$ cat config.mk
export PLATFORM = sky130hd
export DESIGN_NAME = dns_message_record_parser_core
export DESIGN_NICKNAME = d
export VERILOG_FILES = /design/src/dmrp_pkg.sv /design/src/dns_message_record_parser_core.sv
export SDC_FILE = /design/constraint.sdc
export NUM_CORES = 1
export LEC_CHECK = 0
export ABC_AREA = 1
export ABC_CLOCK_PERIOD_IN_PS = 6600
export BUFFER_PORTS_ARGS = -buffer_cell sky130_fd_sc_hd__buf_2
export CAP_MARGIN = 25
export CORE_ASPECT_RATIO = 1.25
export CORE_MARGIN = 4
export CORE_UTILIZATION = 40
export CTS_BUF_LIST = sky130_fd_sc_hd__clkbuf_4
export DETAILED_ROUTE_END_ITERATION = 10
export GPL_TIMING_DRIVEN = 0
export SLEW_MARGIN = 40
export SYNTH_ARGS = -nofsm -noshare
export SYNTH_HDL_FRONTEND = slang
export SYNTH_SLANG_ARGS = --single-unit
$ cat constraint.sdc
create_clock -name clk -period 6.6 [get_ports clk]
set_input_delay 0.99 -clock clk [delete_from_list [all_inputs] [get_ports clk]]
set_output_delay 0.99 -clock clk [all_outputs]
set_load 0.01 [all_outputs]
$ cat src/dmrp_pkg.sv
`default_nettype none
package dmrp_pkg;

	// Parse phases.
	localparam logic [2:0] PH_HEADER  = 3'd0;
	localparam logic [2:0] PH_NAMELEN = 3'd1;
	localparam logic [2:0] PH_LABEL   = 3'd2;
	localparam logic [2:0] PH_POINTER = 3'd3;
	localparam logic [2:0] PH_FIXED   = 3'd4;
	localparam logic [2:0] PH_RDATA   = 3'd5;
	localparam logic [2:0] PH_DONE    = 3'd6;

	// Result kinds.
	localparam logic [2:0] KIND_QUESTION   = 3'd0;
	localparam logic [2:0] KIND_END_OK     = 3'd4;
	localparam logic [2:0] KIND_END_TRUNC  = 3'd5;

	localparam logic [7:0]  POINTER_MIN  = 8'b11000000;
	localparam logic [15:0] CLASS_MASK   = 16'b0111111111111111;
	localparam logic [15:0] CLASS_TOP    = 16'b1000000000000000;

	localparam int HEADER_BYTES   = 12;
	localparam int QUESTION_BYTES = 4;
	localparam int RECORD_BYTES   = 10;

	// Result queue.
	localparam int QDEPTH = 4;
	localparam int QPTR_W = $clog2(QDEPTH);
	localparam int QCNT_W = $clog2(QDEPTH + 1);

	typedef struct packed {
		logic [7:0] data_byte;
		logic       end_of_message;
	} in_t;

	typedef struct packed {
		logic [2:0]  kind;
		logic [15:0] message_id;
		logic [15:0] message_flags;
		logic [15:0] record_type;
		logic [14:0] record_class;
		logic        class_top_bit;
		logic [31:0] time_to_live;
		logic [15:0] rdata_length;
		logic        last;
	} out_t;

endpackage
`default_nettype wire

$ cat src/dns_message_record_parser_core.sv
// Channel  | Direction | Handshake               | Payload
// msg      | in        | msg_valid / msg_stall   | dmrp_pkg::in_t  (one message byte)
// res      | out       | res_valid / res_stall   | dmrp_pkg::out_t (one record or end result)
//
// One byte is accepted per cycle while msg_stall is low; its state updates in that cycle.
// Results enter a four-entry queue and leave it one per cycle when res_stall is low.
// A byte that completes a record and ends the message pushes two results.
// msg_stall rises while the queue holds three or more results.
// arst_n clears the parse state and empties the queue.
`default_nettype none
module dns_message_record_parser_core (
	input  wire logic           clk,
	input  wire logic           arst_n,
	input  wire logic           msg_valid,
	output logic                msg_stall,
	input  wire dmrp_pkg::in_t  msg,
	output logic                res_valid,
	input  wire logic           res_stall,
	output dmrp_pkg::out_t      res
);

	logic [2:0]  phase_q, phase_d;
	logic [15:0] cnt_q, cnt_d;
	logic [2:0]  sec_q, sec_d;
	logic [15:0] counts_q [4];
	logic [15:0] counts_d [4];
	logic [15:0] id_q, id_d;
	logic [15:0] flags_q, flags_d;
	logic [15:0] type_q, type_d;
	logic [15:0] class_q, class_d;
	logic [31:0] ttl_q, ttl_d;
	logic [15:0] len_q, len_d;

	logic           accept;
	logic           rec_v, item_done, seek;
	logic           question;
	logic [1:0]     hdr_k;
	logic [2:0]     sec_n;
	logic [7:0]     b;
	dmrp_pkg::out_t rec_res, end_res;
	logic           push0_v, push1_v;
	dmrp_pkg::out_t push0, push1;

	dmrp_pkg::out_t                 fifo_q [dmrp_pkg::QDEPTH];
	logic [dmrp_pkg::QPTR_W-1:0]    wr_q, rd_q;
	logic [dmrp_pkg::QCNT_W-1:0]    count_q;
	logic                           pop;

	assign accept    = msg_valid && !msg_stall;
	assign b         = msg.data_byte;
	assign question  = (sec_q == 3'd0);
	assign hdr_k     = 2'((cnt_q - 16'd4) >> 1);

	always_comb begin
		phase_d   = phase_q;
		cnt_d     = cnt_q;
		sec_d     = sec_q;
		counts_d  = counts_q;
		id_d      = id_q;
		flags_d   = flags_q;
		type_d    = type_q;
		class_d   = class_q;
		ttl_d     = ttl_q;
		len_d     = len_q;
		rec_v     = 1'b0;
		item_done = 1'b0;
		seek      = 1'b0;
		sec_n     = 3'd4;
		rec_res   = '0;
		end_res   = '0;

		unique case (phase_q)
			dmrp_pkg::PH_HEADER: begin
				if (cnt_q < 16'd2) begin
					id_d = {id_q[7:0], b};
				end else if (cnt_q < 16'd4) begin
					flags_d = {flags_q[7:0], b};
				end else if (cnt_q < 16'(dmrp_pkg::HEADER_BYTES)) begin
					counts_d[hdr_k] = {counts_q[hdr_k][7:0], b};
				end
				cnt_d = cnt_q + 16'd1;
				if (cnt_d >= 16'(dmrp_pkg::HEADER_BYTES)) begin
					cnt_d = '0;
					sec_d = '0;
					seek  = 1'b1;
				end
			end
			dmrp_pkg::PH_NAMELEN: begin
				if (b == 8'd0) begin
					phase_d = dmrp_pkg::PH_FIXED;
					cnt_d   = '0;
				end else if (b >= dmrp_pkg::POINTER_MIN) begin
					phase_d = dmrp_pkg::PH_POINTER;
				end else begin
					phase_d = dmrp_pkg::PH_LABEL;
					cnt_d   = {8'd0, b};
				end
			end
			dmrp_pkg::PH_LABEL: begin
				if (cnt_q != 16'd0) begin
					cnt_d = cnt_q - 16'd1;
				end
				if (cnt_d == 16'd0) begin
					phase_d = dmrp_pkg::PH_NAMELEN;
				end
			end
			dmrp_pkg::PH_POINTER: begin
				phase_d = dmrp_pkg::PH_FIXED;
				cnt_d   = '0;
			end
			dmrp_pkg::PH_FIXED: begin
				if (cnt_q < 16'd2) begin
					type_d = {type_q[7:0], b};
				end else if (cnt_q < 16'd4) begin
					class_d = {class_q[7:0], b};
				end else if (cnt_q < 16'd8) begin
					ttl_d = {ttl_q[23:0], b};
				end else begin
					len_d = {len_q[7:0], b};
				end
				cnt_d = cnt_q + 16'd1;
				rec_res.message_id    = id_q;
				rec_res.message_flags = flags_q;
				rec_res.record_type   = type_d;
				rec_res.record_class  = 15'(class_d & dmrp_pkg::CLASS_MASK);
				rec_res.class_top_bit = |(class_d & dmrp_pkg::CLASS_TOP);
				if (question && cnt_d >= 16'(dmrp_pkg::QUESTION_BYTES)) begin
					rec_v        = 1'b1;
					rec_res.kind = dmrp_pkg::KIND_QUESTION;
					cnt_d        = '0;
					item_done    = 1'b1;
				end else if (!question && cnt_d >= 16'(dmrp_pkg::RECORD_BYTES)) begin
					rec_v                = 1'b1;
					rec_res.kind         = {1'b0, sec_q[1:0]};
					rec_res.time_to_live = ttl_d;
					rec_res.rdata_length = len_d;
					cnt_d                = len_d;
					if (len_d == 16'd0) begin
						item_done = 1'b1;
					end else begin
						phase_d = dmrp_pkg::PH_RDATA;
					end
				end
			end
			dmrp_pkg::PH_RDATA: begin
				if (cnt_q != 16'd0) begin
					cnt_d = cnt_q - 16'd1;
				end
				if (cnt_d == 16'd0) begin
					item_done = 1'b1;
				end
			end
			default: begin
			end
		endcase

		if (item_done && !sec_d[2] && counts_d[sec_d[1:0]] != 16'd0) begin
			counts_d[sec_d[1:0]] = counts_d[sec_d[1:0]] - 16'd1;
		end

		// Next section that still holds items, at or after the current one.
		if (item_done || seek) begin
			for (int i = 3; i >= 0; i--) begin
				if (3'(i) >= sec_d && counts_d[i] != 16'd0) begin
					sec_n = 3'(i);
				end
			end
			if (sec_d[2]) begin
				sec_n = sec_d;
			end
			sec_d   = sec_n;
			phase_d = sec_n[2] ? dmrp_pkg::PH_DONE : dmrp_pkg::PH_NAMELEN;
		end

		if (msg.end_of_message) begin
			end_res.kind          = (phase_d == dmrp_pkg::PH_DONE) ?
			                        dmrp_pkg::KIND_END_OK : dmrp_pkg::KIND_END_TRUNC;
			end_res.message_id    = id_d;
			end_res.message_flags = flags_d;
			end_res.last          = 1'b1;
			phase_d  = dmrp_pkg::PH_HEADER;
			cnt_d    = '0;
			sec_d    = '0;
			for (int i = 0; i < 4; i++) begin
				counts_d[i] = '0;
			end
			id_d     = '0;
			flags_d  = '0;
			type_d   = '0;
			class_d  = '0;
			ttl_d    = '0;
			len_d    = '0;
		end
	end

	// The record result always leaves ahead of the end result.
	assign push0_v = accept && (rec_v || msg.end_of_message);
	assign push1_v = accept && rec_v && msg.end_of_message;
	assign push0   = rec_v ? rec_res : end_res;
	assign push1   = end_res;

	always_ff @(posedge clk or negedge arst_n) begin
		if (!arst_n) begin
			phase_q <= dmrp_pkg::PH_HEADER;
			cnt_q   <= '0;
			sec_q   <= '0;
			for (int i = 0; i < 4; i++) begin
				counts_q[i] <= '0;
			end
			id_q    <= '0;
			flags_q <= '0;
			type_q  <= '0;
			class_q <= '0;
			ttl_q   <= '0;
			len_q   <= '0;
		end else if (accept) begin
			phase_q  <= phase_d;
			cnt_q    <= cnt_d;
			sec_q    <= sec_d;
			counts_q <= counts_d;
			id_q     <= id_d;
			flags_q  <= flags_d;
			type_q   <= type_d;
			class_q  <= class_d;
			ttl_q    <= ttl_d;
			len_q    <= len_d;
		end
	end

	assign pop       = res_valid && !res_stall;
	assign res_valid = (count_q != '0);
	assign res       = fifo_q[rd_q];
	assign msg_stall = (count_q > dmrp_pkg::QCNT_W'(dmrp_pkg::QDEPTH - 2));

	always_ff @(posedge clk) begin
		if (push0_v) begin
			fifo_q[wr_q] <= push0;
		end
		if (push1_v) begin
			fifo_q[wr_q + dmrp_pkg::QPTR_W'(1)] <= push1;
		end
	end

	always_ff @(posedge clk or negedge arst_n) begin
		if (!arst_n) begin
			wr_q    <= '0;
			rd_q    <= '0;
			count_q <= '0;
		end else begin
			wr_q    <= wr_q + dmrp_pkg::QPTR_W'(push0_v) + dmrp_pkg::QPTR_W'(push1_v);
			rd_q    <= rd_q + dmrp_pkg::QPTR_W'(pop);
			count_q <= count_q + dmrp_pkg::QCNT_W'(push0_v) + dmrp_pkg::QCNT_W'(push1_v)
			           - dmrp_pkg::QCNT_W'(pop);
		end
	end

endmodule
`default_nettype wire
==> reports/metrics.cfg, run 1 <==
[pwr]
power_density_mw_per_mm2=582
p_clk_share_pct=17.6
netSwitchingFraction_pct=52.5
p_comb_share_pct=57.9
p_switching_mw=11.5
max-vdd-ir-drop_mv=0.842
internal_power_mw=10.4
p_total_mw=22.0
p_leak_nw=15.1
p_seq_share_pct=24.5

[critical_path]
cp.required_ns=7.35
r2r_end=fifo_q[3][89]$_DFFE_PP_
crit_path_frequent_cell=inv_1
cpPeakStageDelay_ns=0.62
worst_path_max_delay_cell=o311ai_0
worstPathArrival_ns=7.09
crit_path_max_fanout=23
rr_startpoint=cnt_q[0]$_DFFE_PN0P_
cp-start-kind=register
setup.worst_path.start=cnt_q[0]$_DFFE_PN0P_
cp-end-kind=register
crit_type=reg2reg
crit_chain=inv_1, ha_1, inv_1, o311ai_0, nand2_1, a21oi_2, clkinv_2, o21ai_1, inv_1, nor2_1, inv_1, clkbuf_2, clkbuf_1, clkbuf_1, nand2_4, buf_12
rrSetupSlack_ns=0.25
reg2regPathDepth=16

[clocking]
numCtsBuffers=177
max-clock-path-buffers=3
clkSinkCount=665
path_clk_slew_ns=0.07
htreeDepth=4
cts-root-buf=clkbuf_4
cts_setup_buffers=0
worstSkewPairLatency_ns=1.08
cts_tree=built

[synthesis]
async_flop_share_pct=30.8
yosysWarnings=0
syn_inst=4313
synthFlopType=dfxtp_1
synth.cell_area_sq_mm=0.0331
synth_seq_area_share_pct=47.5
synth_edf_count=136
post_synth_num_cell_types=44
syn-mean-instance-area_sq_um=7.67
syn_nets=4335
synth_seq_cells=665

[floorplanning]
core_sq_mm=0.0817
rows=117
fp.dieW_um=265
start_util_pct=40.5
die_h_um=329
boundaryPins=131
dieArea_sq_mm=0.0873

[global_routing]
antenna_found_initial=6
grt_pass1_vias=32400
overflow=0
grt_pass1_wl_um=193000
grt_max_degree=66
track_usage_pct=28.4

[sta]
hold_viol=0
layout_min_cycle_time_ns=6.35
maxSlewViolCount=0
relSlewSlack_pct=42.3
finalCritPeriodShare_pct=96.2
fmax_ghz=0.158
worstMarginPinSlew_ns=0.865
setup_viol=0
final.setup.tns_ns=0
rsz0062_at_grt=false
clock_skew_ns=0.0570

[place]
dpl.cell_count=5522
gp_congestion=1.01
dpl.hpwl_um=92600
port_buffers=130

[hold_path]
min_to=cnt_q[4]$_DFFE_PN0P_
hp-start=msg[5]
whs_path_depth=3
hold_path_class=in2reg

[route]
wl_um=128000
wire_per_inst_um=21.9
via_per_inst=5.76
drt.antenna.violating_nets=0
vias=33700
drtIter0Drc=3446
drcViolationCount=0
dr.pass1.iters=7

[run]
cap_violations=0

[layout]
fin_cells=5857
drive_gt1_share_pct=12.6
mostFrequentLayoutCell=o21ai_0
nNetsFinal=4653
fillers=8597
layout_common_cells=o21ai_0, nand2_1, o22ai_1, nand3_1, nor2_1
area_delta_synth_final_pct=14.1

[run_status]
run_status=completed

## critical path: cells and delay by family (launching register included)
kind,cells,cell delay (ns)
buffers and inverters,9,2.67
AOI/OAI and AO/OA,3,1.47
and+or+nand+nor,3,1.02
DFF,1,0.46
adders and majority gates,1,0.35
## metal layers
layer	up-vias	global-route usage (%)	wire, um
met5	-	0	7
met4	2	14.7	6740
met3	378	5.76	9880
met2	1517	47.6	60700
met1	16100	34.6	51000
li1	15700	-	-
## registers in the layout (all words and copies together), names as in the netlist, 16 cells and up
| register | cells |
|---|---|
| id_q | 16 |
| counts_q | 64 |
| cnt_q | 16 |
| ttl_q | 32 |
| type_q | 16 |
| fifo_q | 460 |
| class_q | 16 |
| flags_q | 16 |
| len_q | 16 |
## cell usage after synthesis, types with 10 or more instances
cell type / instances / area, sq um
dfrtp_1: 205 / 5130
nand2_2: 19 / 119
nor3_1: 15 / 75.1
xor2_1: 14 / 123
o21ai_0: 776 / 3880
buf_2: 11 / 55.1
a21oi_1: 24 / 120
nand3_1: 436 / 2180
clkbuf_1: 255 / 957
o22ai_1: 447 / 2800
nand2_1: 599 / 2250
inv_1: 369 / 1390
buf_1: 45 / 169
nand4_1: 61 / 382
nor2_1: 382 / 1430
nor2_2: 19 / 119
or2_2: 65 / 407
dfxtp_1: 324 / 6490
inv_2: 10 / 37.5
o21ai_1: 20 / 100
edfxtp_1: 136 / 4080
## power by group through the flow
stage               Sequential [mW]  Clock (mW)  Combinational, mW
floorplan                      5.33           0               8.01
global placement               5.42           0               12.3
detailed placement             5.44           0               12.4
CTS                            5.36        3.93               12.4
global route                   5.45        4.14               13.8
finish                         5.37        3.87               12.7
## cells by family (layout without fill, tap and decap cells)
family	Yosys count	in the layout	synth area share [%]
AOI/OAI and AO/OA	1298	1298	21.6
xor gates and xnor gates	16	16	0.424
adders and majority gates	9	9	0.409
buffers and inverters	710	1178	8.37
DFF	665	665	47.5
other	0	5	0
and+or+nand+nor	1615	1615	21.7
## cell type report
class	count	area [sq um]	area share [%]
Inverter	383	1440	3.81
Clock inverter	59	364	0.965
Antenna cell	5	12.5	0.0332
Timing Repair Buffer	139	853	2.26
Tap cell	1071	1340	3.55
Buffer	327	1350	3.57
Clock buffer	270	2030	5.37
Multi-Input combinational cell	2938	14600	38.8
Sequential cell	665	15700	41.6
## per-stage QoR
step           utilization, %  cell area (sq um)  hold slack, ns  setup WS (ns)
2_1_floorplan               -              33100           0.448           2.13
3_3_place_gp             42.9              35100           0.457          -1.43
3_5_place_dp             43.2              35300           0.466         -0.300
4_1_cts                  46.2              37700           0.208          0.260
5_1_grt                  46.2              37700           0.238          0.181
6_report                 46.2              37700           0.288          0.253
## repair_timing
item / CTS / global route
endpoints found under the hold margin: 64 / 0
resized for setup: 2 / 1
setup endpoints to repair: 53 / 15
hold buffers: 1 / 0
## how the worst max path moves through the flow
stage                              endpoint  slack, ns  depth (start not counted)
floorplan            fifo_q[3][0]$_DFFE_PP_       2.13                         20
global placement    fifo_q[3][91]$_DFFE_PP_      -1.43                         15
detailed placement  fifo_q[3][91]$_DFFE_PP_      -0.30                         16
CTS                 fifo_q[3][81]$_DFFE_PP_       0.26                         16
global route        fifo_q[3][81]$_DFFE_PP_       0.18                         21
finish              fifo_q[3][89]$_DFFE_PP_       0.25                         16
No activity file was read; power rests on OpenSTA's default activity.
==> run 2, diff against run 1 <==
PLACE_DENSITY = 0.62   (was default)
==> run 2 against run 1 <==
  * Clock-buffer cell count down 5
  * First-iteration DRC count up 12%
  * Critical path type unchanged
  * Total power about the same
==> reports/metrics.cfg, run 2 (synthesized netlist as in run 1, its figures left out) <==
[floorplanning]
fp.dieW_um=265
dieArea_sq_mm=0.0873
rows=117
start_util_pct=40.5
die_h_um=329
core_sq_mm=0.0817
boundaryPins=131

[layout]
multi_input_area_sq_mm=0.0146
mostFrequentLayoutCell=o21ai_0
layout_common_cells=o21ai_0, nand2_1, o22ai_1, nand3_1, nor2_1
stdcell_area_sq_mm=0.0375
largestRegisters=fifo_q: 460 flops, counts_q: 64 flops, ttl_q: 32 flops
top_register=fifo_q
nNetsFinal=4650
drive_gt1_share_pct=12.3
fillers=8476
largest_reg_flops=460
area_delta_synth_final_pct=13.5
final_util_pct=45.9
seq_area_sq_mm=0.0157

[global_routing]
track_usage_pct=28.8
antenna_found_initial=10
overflow=0
grt_pass1_wl_um=195000
grt_max_degree=66
grt_pass1_vias=32700

[sta]
worstMarginPinSlew_ns=0.883
rsz0062_at_grt=false
clock_skew_ns=0.0856
fmax_ghz=0.159
setup_viol=0
layout_min_cycle_time_ns=6.30
finalCritPeriodShare_pct=95.5
maxSlewViolCount=0
relSlewSlack_pct=41.1
hold_viol=0

[route]
vias=34200
dr.pass1.iters=6
wl_um=130000
wire_per_inst_um=22.2
via_per_inst=5.85
drt.antenna.violating_nets=0
drcViolationCount=0
drtIter0Drc=3871

[critical_path]
worstPathArrival_ns=7.06
crit_type=reg2reg
cp-end-kind=register
cp-start-kind=register
reg2regPathDepth=16
cp.required_ns=7.36
rr_startpoint=cnt_q[0]$_DFFE_PN0P_
rrSetupSlack_ns=0.30
r2r_end=fifo_q[3][92]$_DFFE_PP_
crit_path_max_fanout=24
setup.worst_path.start=cnt_q[0]$_DFFE_PN0P_

[clocking]
cts_tree=built
clkSinkCount=665
worstSkewPairLatency_ns=1.11
max-clock-path-buffers=3
cts-root-buf=clkbuf_4
htreeDepth=4
numCtsBuffers=175
path_clk_slew_ns=0.07

[place]
placed_area_sq_mm=0.0353
port_buffers=130
gp_congestion=1.02
dpl.hpwl_um=92600

[pwr]
p_leak_nw=15.0
power_density_mw_per_mm2=585
max-vdd-ir-drop_mv=1.58

[hold_path]
hold_path_class=in2async

[run_status]
run_status=completed

[run]
cap_violations=0

## run 2: worst max-delay path: stages (launching register included)
cell and delay (ns):
dfrtp_1 0.46, inv_1 0.19, ha_1 0.35, inv_1 0.09, o311ai_1 0.55, nand2_1 0.34
a21oi_2 0.45, clkinv_2 0.40, o21ai_1 0.39, inv_1 0.23, nor2_2 0.29, inv_1 0.32
clkbuf_2 0.45, clkbuf_1 0.44, clkbuf_1 0.43, nand2_4 0.31, buf_12 0.26
## run 2: final cells by class
| cell class | instances | area share, % |
|---|---|---|
| Clock buffer | 265 | 5.30 |
| Inverter | 383 | 3.83 |
| Tap cell | 1071 | 3.57 |
| Clock inverter | 48 | 0.617 |
| Antenna cell | 6 | 0.0400 |
| Multi-Input combinational cell | 2938 | 39.0 |
| Timing Repair Buffer | 138 | 2.22 |
| Sequential cell | 665 | 41.8 |
| Buffer | 327 | 3.58 |
## run 2: timing repair
| action | in CTS | in global routing |
|---|---|---|
| hold buffers | 1 | 0 |
| setup buffers | 0 | 0 |
| endpoints found under the setup margin | 83 | 32 |
| pin swaps | 0 | 0 |
| gates resized for setup | 2 | 2 |
| endpoints found under the hold margin | 21 | 0 |
## run 2: routing by layer
layer / track usage (%) / wire length [um] / vias up
met2: 47.6 / 60700 / 1690
met3: 5.78 / 10400 / 457
met4: 15.6 / 7850 / 4
met1: 35.4 / 51000 / 16300
met5: 0 / 24 / -
li1: - / - / 15700
## run 2: how the worst max path moves through the flow
stage	slack, ns	end
floorplan	2.13	fifo_q[3][0]$_DFFE_PP_
global placement	-1.68	fifo_q[3][90]$_DFFE_PP_
detailed placement	-0.49	fifo_q[3][99]$_DFFE_PP_
CTS	0.09	fifo_q[3][112]$_DFFE_PP_
global route	0.10	fifo_q[3][93]$_DFFE_PP_
finish	0.30	fifo_q[3][92]$_DFFE_PP_
## run 2: per-stage QoR
| step | hold slack [ns] | power, mW | cells | worst slack (ns) | setup TNS, ns |
|---|---|---|---|---|---|
| final | 0.346 | 21.9 | 5841 | 0.296 | 0 |
| after global routing | 0.282 | 23.3 | 5839 | 0.103 | 0 |
| after CTS | 0.270 | 21.6 | 5835 | 0.0898 | 0 |
| after detailed placement | 0.466 | 17.9 | 5521 | -0.489 | -14.80 |
| after global placement | 0.457 | 17.8 | 5514 | -1.68 | -175.86 |
| after floorplan | 0.448 | 13.3 | 4313 | 2.13 | 0 |
## run 2: power breakdown
group	total [mW]	switching, mW	internal, mW	leakage [nW]
sequential	5.37	0.394	4.98	6.65
clock	3.69	1.82	1.87	1.32
combinational	12.9	9.46	3.43	7.02
total	21.9	11.7	10.3	15.0
